$ cat src/rtl/u8s_pkg.sv
package u8s_pkg;

    // Byte classes
    localparam logic [7:0] BYTE_NUL    = 8'h00;
    localparam logic [7:0] BYTE_TAB    = 8'h09;
    localparam logic [7:0] BYTE_LF     = 8'h0A;
    localparam logic [7:0] BYTE_CR     = 8'h0D;
    localparam logic [7:0] BYTE_SPACE  = 8'h20;
    localparam logic [7:0] BYTE_HIGH   = 8'h80;

    // UTF-8 prefix masks and tags
    localparam logic [7:0] MASK_2      = 8'hC0;
    localparam logic [7:0] TAG_CONT    = 8'h80;
    localparam logic [7:0] TAG_LEAD2   = 8'hC0;
    localparam logic [7:0] MASK_3      = 8'hE0;
    localparam logic [7:0] TAG_LEAD3   = 8'hE0;
    localparam logic [7:0] MASK_4      = 8'hF0;
    localparam logic [7:0] TAG_LEAD4   = 8'hF0;
    localparam logic [7:0] MASK_5      = 8'hF8;

    localparam int          CAP_W       = 13;
    localparam int          COUNT_W     = 12;
    localparam logic [12:0] CAP_RESET   = 13'd512;
    localparam logic [12:0] COUNT_LIMIT = 13'd4096;

    // Results of one input byte, left aligned: first byte in [31:24]
    typedef struct packed {
        logic [31:0]        bytes;
        logic [2:0]         n;
        logic               done;
        logic [COUNT_W-1:0] cnt;
    } step_res_t;

endpackage

$ cat src/rtl/u8s_if.sv
interface u8s_in_if;
    logic       valid;
    logic       ready;
    logic [7:0] in_byte;

    modport source (output valid, output in_byte, input ready);
    modport sink   (input valid, input in_byte, output ready);
endinterface

interface u8s_out_if;
    logic        valid;
    logic        ready;
    logic [7:0]  out_byte;
    logic        out_valid;
    logic        out_done;
    logic [11:0] out_count;

    modport source (output valid, output out_byte, output out_valid, output out_done,
                    output out_count, input ready);
    modport sink   (input valid, input out_byte, input out_valid, input out_done,
                    input out_count, output ready);
endinterface

$ cat src/rtl/utf8_text_sanitizer_top.sv
// Channel  Dir  Payload                                    Handshake
// din      in   in_byte[7:0]                               valid/ready
// dout     out  out_byte[7:0] out_valid out_done           valid/ready
//               out_count[11:0]
// cfg      in   cfg_wdata[12:0] (out_capacity)             cfg_we, no back-pressure
//
// One byte enters per cycle unless stalled. It waits in an input register,
// is decoded by u8s_step and its results (0 to 4) land in a burst register
// that drains one result per cycle while dout is ready; ordinary text runs at
// one byte per cycle when dout does not stall.
// Reset (async, active low) clears capacity to 512 and all text state.
// Either side may stall: the input register holds its byte until the burst
// register is empty or its last result leaves in the same cycle.
module utf8_text_sanitizer_top #(
    parameter int MAX_TEXT = 4096
) (
    input  logic        clk,
    input  logic        rst_n,
    u8s_in_if.sink      din,
    u8s_out_if.source   dout,
    input  logic        cfg_we,
    input  logic [12:0] cfg_wdata
);
    import u8s_pkg::*;

    // clip of the capacity that follows from the text size
    localparam logic [CAP_W-1:0] LIM_CAP =
        (MAX_TEXT < 4096) ? CAP_W'(MAX_TEXT) : COUNT_LIMIT;

    logic [CAP_W-1:0]   cap_reg;
    logic [CAP_W-1:0]   lim;

    logic [7:0]         in_byte_reg;
    logic               in_vld_reg;

    logic [31:0]        bur_bytes_reg;
    logic [2:0]         bur_n_reg;
    logic               bur_done_reg;
    logic [COUNT_W-1:0] bur_cnt_reg;

    logic               advance;
    logic               out_fire;
    step_res_t          res;

    // capacity register
    always_ff @(posedge clk or negedge rst_n)
    begin
        if (!rst_n)
            cap_reg <= CAP_RESET;
        else if (cfg_we)
            cap_reg <= cfg_wdata;
    end

    assign lim = (cap_reg > LIM_CAP) ? LIM_CAP : cap_reg;

    // burst may take a new set when empty or when its last result leaves now
    assign out_fire = dout.valid && dout.ready;
    assign advance  = in_vld_reg &&
                      (bur_n_reg == 3'd0 || (bur_n_reg == 3'd1 && dout.ready));
    assign din.ready = !in_vld_reg || advance;

    // input register
    always_ff @(posedge clk or negedge rst_n)
    begin
        if (!rst_n)
            in_vld_reg <= 1'b0;
        else if (din.valid && din.ready)
            in_vld_reg <= 1'b1;
        else if (advance)
            in_vld_reg <= 1'b0;
    end

    always_ff @(posedge clk)
    begin
        if (din.valid && din.ready)
            in_byte_reg <= din.in_byte;
    end

    u8s_step u_step (
        .clk     (clk),
        .rst_n   (rst_n),
        .fire    (advance),
        .byte_in (in_byte_reg),
        .lim     (lim),
        .res     (res)
    );

    // burst register: count of results is control, the rest is payload
    always_ff @(posedge clk or negedge rst_n)
    begin
        if (!rst_n)
            bur_n_reg <= 3'd0;
        else if (advance)
            bur_n_reg <= res.n;
        else if (out_fire)
            bur_n_reg <= bur_n_reg - 3'd1;
    end

    always_ff @(posedge clk)
    begin
        if (advance)
        begin
            bur_bytes_reg <= res.bytes;
            bur_done_reg  <= res.done;
            bur_cnt_reg   <= res.cnt;
        end
        else if (out_fire)
        begin
            bur_bytes_reg <= {bur_bytes_reg[23:0], 8'd0};
            bur_cnt_reg   <= bur_cnt_reg + 12'd1;
        end
    end

    assign dout.valid     = (bur_n_reg != 3'd0);
    assign dout.out_byte  = bur_bytes_reg[31:24];
    assign dout.out_valid = !bur_done_reg;
    assign dout.out_done  = bur_done_reg;
    assign dout.out_count = bur_cnt_reg;

    // closing result is always alone in its burst
    a_done_single: assert property (@(posedge clk) disable iff (!rst_n)
        (bur_n_reg != 3'd0 && bur_done_reg) |-> bur_n_reg == 3'd1)
        else $error("closing result shares a burst");

    // a written byte never reaches the terminator slot
    a_count_bound: assert property (@(posedge clk) disable iff (!rst_n)
        (dout.valid && !bur_done_reg) |-> ({1'b0, bur_cnt_reg} < lim))
        else $error("byte count at or beyond capacity");

    // a held byte is not lost while the burst side is busy
    a_in_hold: assert property (@(posedge clk) disable iff (!rst_n)
        (in_vld_reg && !advance) |=> (in_vld_reg && $stable(in_byte_reg)))
        else $error("input register lost its byte");

    // burst never holds more than one UTF-8 sequence
    a_burst_size: assert property (@(posedge clk) disable iff (!rst_n)
        bur_n_reg <= 3'd4)
        else $error("burst overfull");

endmodule

$ cat src/rtl/u8s_step.sv
module u8s_step (
    input  logic                clk,
    input  logic                rst_n,
    input  logic                fire,
    input  logic [7:0]          byte_in,
    input  logic [12:0]         lim,
    output u8s_pkg::step_res_t  res
);
    import u8s_pkg::*;

    logic [23:0]        pend_reg, pend_next;
    logic [2:0]         need_reg, need_next;
    logic [1:0]         have_reg, have_next;
    logic [COUNT_W-1:0] wc_reg, wc_next;
    logic               lws_reg, lws_next;
    logic               halt_reg, halt_next;

    always_ff @(posedge clk or negedge rst_n)
    begin
        if (!rst_n)
        begin
            pend_reg <= '0;
            need_reg <= '0;
            have_reg <= '0;
            wc_reg   <= '0;
            lws_reg  <= 1'b0;
            halt_reg <= 1'b0;
        end
        else if (fire)
        begin
            pend_reg <= pend_next;
            need_reg <= need_next;
            have_reg <= have_next;
            wc_reg   <= wc_next;
            lws_reg  <= lws_next;
            halt_reg <= halt_next;
        end
    end

    always_comb
    begin
        logic        fresh;
        logic        is_cont;
        logic [12:0] sum_seq;
        logic [12:0] sum_one;

        fresh   = 1'b1;
        is_cont = (byte_in & MASK_2) == TAG_CONT;
        sum_seq = {1'b0, wc_reg} + 13'(need_reg);
        sum_one = {1'b0, wc_reg} + 13'd1;

        pend_next = pend_reg;
        need_next = need_reg;
        have_next = have_reg;
        wc_next   = wc_reg;
        lws_next  = lws_reg;
        halt_next = halt_reg;

        res.bytes = '0;
        res.n     = 3'd0;
        res.done  = 1'b0;
        res.cnt   = wc_reg + 12'd1;

        if (byte_in == BYTE_NUL)
        begin
            // closing result, then a clean slate for the next text
            res.n     = 3'd1;
            res.done  = 1'b1;
            res.cnt   = wc_reg;
            pend_next = '0;
            need_next = '0;
            have_next = '0;
            wc_next   = '0;
            lws_next  = 1'b0;
            halt_next = 1'b0;
        end
        else if (!halt_reg)
        begin
            if (need_reg != 3'd0)
            begin
                pend_next = '0;
                need_next = '0;
                have_next = '0;
                if (is_cont)
                begin
                    fresh = 1'b0;
                    if (({1'b0, have_reg} + 3'd1) < need_reg)
                    begin
                        pend_next = {pend_reg[15:0], byte_in};
                        need_next = need_reg;
                        have_next = have_reg + 2'd1;
                    end
                    else if (sum_seq >= lim)
                    begin
                        halt_next = 1'b1;
                    end
                    else
                    begin
                        res.n     = need_reg;
                        res.bytes = {pend_reg, byte_in} << (6'(4 - need_reg) * 6'd8);
                        wc_next   = sum_seq[COUNT_W-1:0];
                        lws_next  = 1'b0;
                    end
                end
            end

            if (fresh)
            begin
                if (sum_one >= lim)
                begin
                    halt_next = 1'b1;
                end
                else if (byte_in == BYTE_TAB || byte_in == BYTE_LF || byte_in == BYTE_CR)
                begin
                    if (!lws_reg)
                    begin
                        res.n     = 3'd1;
                        res.bytes = {BYTE_SPACE, 24'd0};
                        wc_next   = sum_one[COUNT_W-1:0];
                        lws_next  = 1'b1;
                    end
                end
                else if (byte_in < BYTE_SPACE)
                begin
                    // other control bytes dropped
                end
                else if (byte_in < BYTE_HIGH)
                begin
                    res.n     = 3'd1;
                    res.bytes = {byte_in, 24'd0};
                    wc_next   = sum_one[COUNT_W-1:0];
                    lws_next  = (byte_in == BYTE_SPACE);
                end
                else if ((byte_in & MASK_3) == TAG_LEAD2)
                begin
                    need_next = 3'd2;
                    pend_next = {16'd0, byte_in};
                    have_next = 2'd1;
                end
                else if ((byte_in & MASK_4) == TAG_LEAD3)
                begin
                    need_next = 3'd3;
                    pend_next = {16'd0, byte_in};
                    have_next = 2'd1;
                end
                else if ((byte_in & MASK_5) == TAG_LEAD4)
                begin
                    need_next = 3'd4;
                    pend_next = {16'd0, byte_in};
                    have_next = 2'd1;
                end
            end
        end
    end

endmodule
$ cat src/flat_wrapper.sv
// flat-port wrapper written by rule: the top's interface ports become plain ports
module utf8_text_sanitizer_top_flat import u8s_pkg::*;
#(
    parameter int MAX_TEXT = 4096
)
  (clk, rst_n, cfg_we, cfg_wdata, din_valid, din_in_byte, din_ready, dout_valid, dout_out_byte, dout_out_valid, dout_out_done, dout_out_count, dout_ready);
  u8s_in_if din_i ();
  u8s_out_if dout_i ();
  input  logic clk;
  input  logic rst_n;
  input  logic cfg_we;
  input  logic [12:0] cfg_wdata;
  input wire logic [$bits(din_i.valid)-1:0] din_valid;
  input wire logic [$bits(din_i.in_byte)-1:0] din_in_byte;
  output wire logic [$bits(din_i.ready)-1:0] din_ready;
  output wire logic [$bits(dout_i.valid)-1:0] dout_valid;
  output wire logic [$bits(dout_i.out_byte)-1:0] dout_out_byte;
  output wire logic [$bits(dout_i.out_valid)-1:0] dout_out_valid;
  output wire logic [$bits(dout_i.out_done)-1:0] dout_out_done;
  output wire logic [$bits(dout_i.out_count)-1:0] dout_out_count;
  input wire logic [$bits(dout_i.ready)-1:0] dout_ready;
  assign din_i.valid = din_valid;
  assign din_i.in_byte = din_in_byte;
  assign din_ready = din_i.ready;
  assign dout_valid = dout_i.valid;
  assign dout_out_byte = dout_i.out_byte;
  assign dout_out_valid = dout_i.out_valid;
  assign dout_out_done = dout_i.out_done;
  assign dout_out_count = dout_i.out_count;
  assign dout_i.ready = dout_ready;
  utf8_text_sanitizer_top #(.MAX_TEXT(MAX_TEXT)) u_core (.clk(clk), .rst_n(rst_n), .din(din_i), .dout(dout_i), .cfg_we(cfg_we), .cfg_wdata(cfg_wdata));
endmodule
$ cat config.mk
export PLATFORM = sky130hd
export DESIGN_NAME = utf8_text_sanitizer_top_flat
export DESIGN_NICKNAME = d
export VERILOG_FILES = /design/src/rtl/u8s_pkg.sv /design/src/rtl/u8s_if.sv /design/src/rtl/utf8_text_sanitizer_top.sv /design/src/rtl/u8s_step.sv /design/src/flat_wrapper.sv
export SDC_FILE = /design/constraint.sdc
export NUM_CORES = 1
export LEC_CHECK = 0
export CAP_MARGIN = 25
export CELL_PAD_IN_SITES_DETAIL_PLACEMENT = 0
export CELL_PAD_IN_SITES_GLOBAL_PLACEMENT = 1
export CORE_MARGIN = 1.5
export CORE_UTILIZATION = 50
export CTS_CLUSTER_SIZE = 8
export DETAILED_ROUTE_END_ITERATION = 10
export DONT_BUFFER_PORTS = 1
export PLACE_DENSITY_LB_ADDON = 0.1
export SETUP_SLACK_MARGIN = 0.2
export SYNTH_ARGS = -nofsm -noshare
export SYNTH_HDL_FRONTEND = slang
export SYNTH_HIERARCHICAL = 1
export SYNTH_SLANG_ARGS = --single-unit
$ cat constraint.sdc
create_clock -name clk -period 5.5 [get_ports clk]
set_clock_uncertainty 0.2 [all_clocks]
set_input_delay 0.825 -clock clk [delete_from_list [all_inputs] [get_ports clk]]
set_output_delay 0.825 -clock clk [all_outputs]
set_load 0.01 [all_outputs]
==> results_dict.tcl <==
set metrics [dict create \
    final_cell_mix "nand2_1, dfrtp_1, edfxtp_1" \
    gp_congestion 0.9175 \
    start_kind "flop" \
    maxCapViolations 0 \
    cts-root-buf "clkbuf_16" \
    finalCriticalPeriod_ns 4.808 \
    final_nets 772 \
    critical_path_class "flop to flop" \
    whs_ns 0.04949 \
    syn_nets 800 \
    grt_remaining_overflow 0 \
    clock_latency_ns 0.42 \
    cp_max_fo 8 \
    power_w 0.004189 \
    wl_per_cell_um 20.51 \
    diodes 0 \
    post_cts_buffers 0 \
    status "completed" \
    syn_avg_cell_area_um2 10.23 \
    rows 44 \
    grt_pass1_vias 5525 \
    syn_area_um2 7510 \
    ys_async_sr_fraction_pct 53.10 \
    fp.dieW_um 125.6 \
    finalSetupTns_ns 0 \
    synth_edf_count 53 \
    slew_headroom_pct 48.52 \
    vdd_ir_drop_max_uv 506.4 \
    layout-drive-gt1-share_pct 15.58 \
    numPortBuffers 0 \
    clock-sinks 113 \
    yosysWarnings 6 \
    io_pins 50 \
    drtPass1Iterations 5 \
    cts.htree.levels 4 \
    vias_per_cell 6.085 \
    antenna_found_initial 0 \
    dr_total_vias 5495 \
    crit_arrival_ns 4.97 \
    fmax_mhz 208.0 \
    cts.path.max_buffers 2 \
    dpl.hpwl_um 12820 \
    core_um2 14590 \
    leakagePower_nw 3.303 \
    drt_iter0_drc 514 \
    synth-seq-cells 113 \
    wirelength_um 18520 \
    start_util_pct 51.48 \
    synth_cell_types 82 \
    slew_violations 0 \
    cts_tree "done" \
    cp.required_ns 5.66 \
    cts.clk_slew.worst_paths_ns 0.06 \
    grt_first_pass_wirelength_um 30470 \
    cts_buffers 17 \
    setup_violations 0 \
    syn_to_final_growth_pct 7.414 \
    post-route-period-util_pct 87.42 \
    synthCells 734 \
    gr-usage-all-layers_pct 24.73 \
    dieArea_um2 15760 \
    ys.flop_type "dfrtp_1" \
    drc_errors 0 \
    final_common_cell "nand2_1" \
    hold_viol_final 0 \
    hold_class "input pin to async pin" \
    grt_max_degree 66 \
    synth.yosys.seq_area_share_pct 41.20 \
    largest_reg_flops 32 \
    powerDensity_nw_per_um2 519.3 \
    die_y_um 125.6 \
    tightest_slew_ns 0.7693 \
    drtAntennaViolNets 0 \
    cp-end-kind "flop" \
    rsz0062_at_grt "false" \
]
Yosys cell counts, drive strengths merged (22+ instances only):
cell | count | area [um^2]
nand2 | 63 | 244.0
o21ai | 29 | 145.1
inv | 36 | 135.1
a22o | 22 | 192.7
a21oi | 29 | 167.7
xnor2 | 22 | 192.7
dfrtp | 59 | 1476
mux2 | 38 | 427.9
nor2 | 43 | 163.9
clkbuf | 23 | 96.34
ha | 39 | 488.0
edfxtp | 53 | 1592
buf | 34 | 257.8
logic make-up (layout without fill, tap and decap cells):
| family | Yosys count | count (layout) | share of synthesized area [%] |
|---|---|---|---|
| fa+ha+maj | 40 | 40 | 6.764 |
| other cells | 1 | 1 | 0.04994 |
| xor+xnor | 41 | 41 | 4.782 |
| simple gates | 229 | 229 | 16.19 |
| buf+inv | 93 | 78 | 6.515 |
| mux | 59 | 59 | 8.497 |
| compound gates | 158 | 158 | 15.99 |
| flops | 113 | 113 | 41.20 |
worst paths after layout:
check | from | cells after the start | slack, ns | to
max | u_core/u_step/wc_reg[1] | 15 | 0.69 | u_core/bur_n_reg[0]
min | rst_n | 0 | 0.05 | u_core/cap_reg[9]
max reg2reg | u_core/u_step/wc_reg[1] | 15 | 0.69 | u_core/bur_n_reg[0]
min reg2reg | u_core/cap_reg[4] | 1 | 0.30 | u_core/cap_reg[4]
max in group asynchronous | rst_n | 1 | 4.74 | u_core/cap_reg[12]
min in group clk | u_core/cap_reg[4] | 1 | 0.30 | u_core/cap_reg[4]
per-layer routing:
metal | wire length, um | vias up | share of wire, % | global-route usage, %
li1 | - | 2605 | - | -
met1 | 9332 | 2693 | 50 | 38.92
met2 | 7803 | 180 | 42 | 34.97
met3 | 1155 | 17 | 6.2 | 4.193
met4 | 225 | 0 | 1.2 | 6.417
met5 | 0 | - | 0 | 0
worst max-delay path: stages, from the launching register on:
cell	delay, ns
dfrtp_1	0.49
ha_1	0.34
and3_1	0.27
nand3_1	0.29
nor2_1	0.22
xor2_1	0.38
ha_1	0.33
a21o_1	0.20
a311oi_1	0.41
o2111ai_1	0.36
a21boi_2	0.53
a21oi_1	0.09
o21ai_0	0.25
inv_1	0.07
a22oi_1	0.17
o31a_1	0.15
cell type report:
type                    count  area (um^2)
multi-input cells         528         3926
well taps                 184        230.2
clock buffers              17        425.4
repair buffers             10        95.09
clock inverters            15        160.2
fillers                  1308         6523
flip-flops and latches    113         3094
inverters                  36        135.1
report_power, final:
part	total, W	internal, W	switching (W)
registers	0.00148	0.00121	0.000271
logic	0.00161	0.000608	0.00100
clock network	0.00109	0.000670	0.000422
total	0.00419	0.00249	0.00170
per-stage QoR:
step | setup slack, ns | area [um^2] | std cells | utilization, %
detailed placement | 0.7803 | 7453 | 870 | 51.09
floorplan | 1.646 | 7510 | 734 | -
global route | 0.4401 | 8066 | 903 | 55.29
CTS | 0.7552 | 8066 | 903 | 55.29
global placement | 0.8443 | 7453 | 870 | 51.09
finish | 0.6917 | 8066 | 903 | 55.29
repair_timing:
| action | in CTS | in global routing |
|---|---|---|
| hold buffers | 1 | 0 |
| endpoints found under the hold margin | 59 | 0 |
| gates resized for setup | 0 | 0 |
Power figures use the tool's default switching activity.
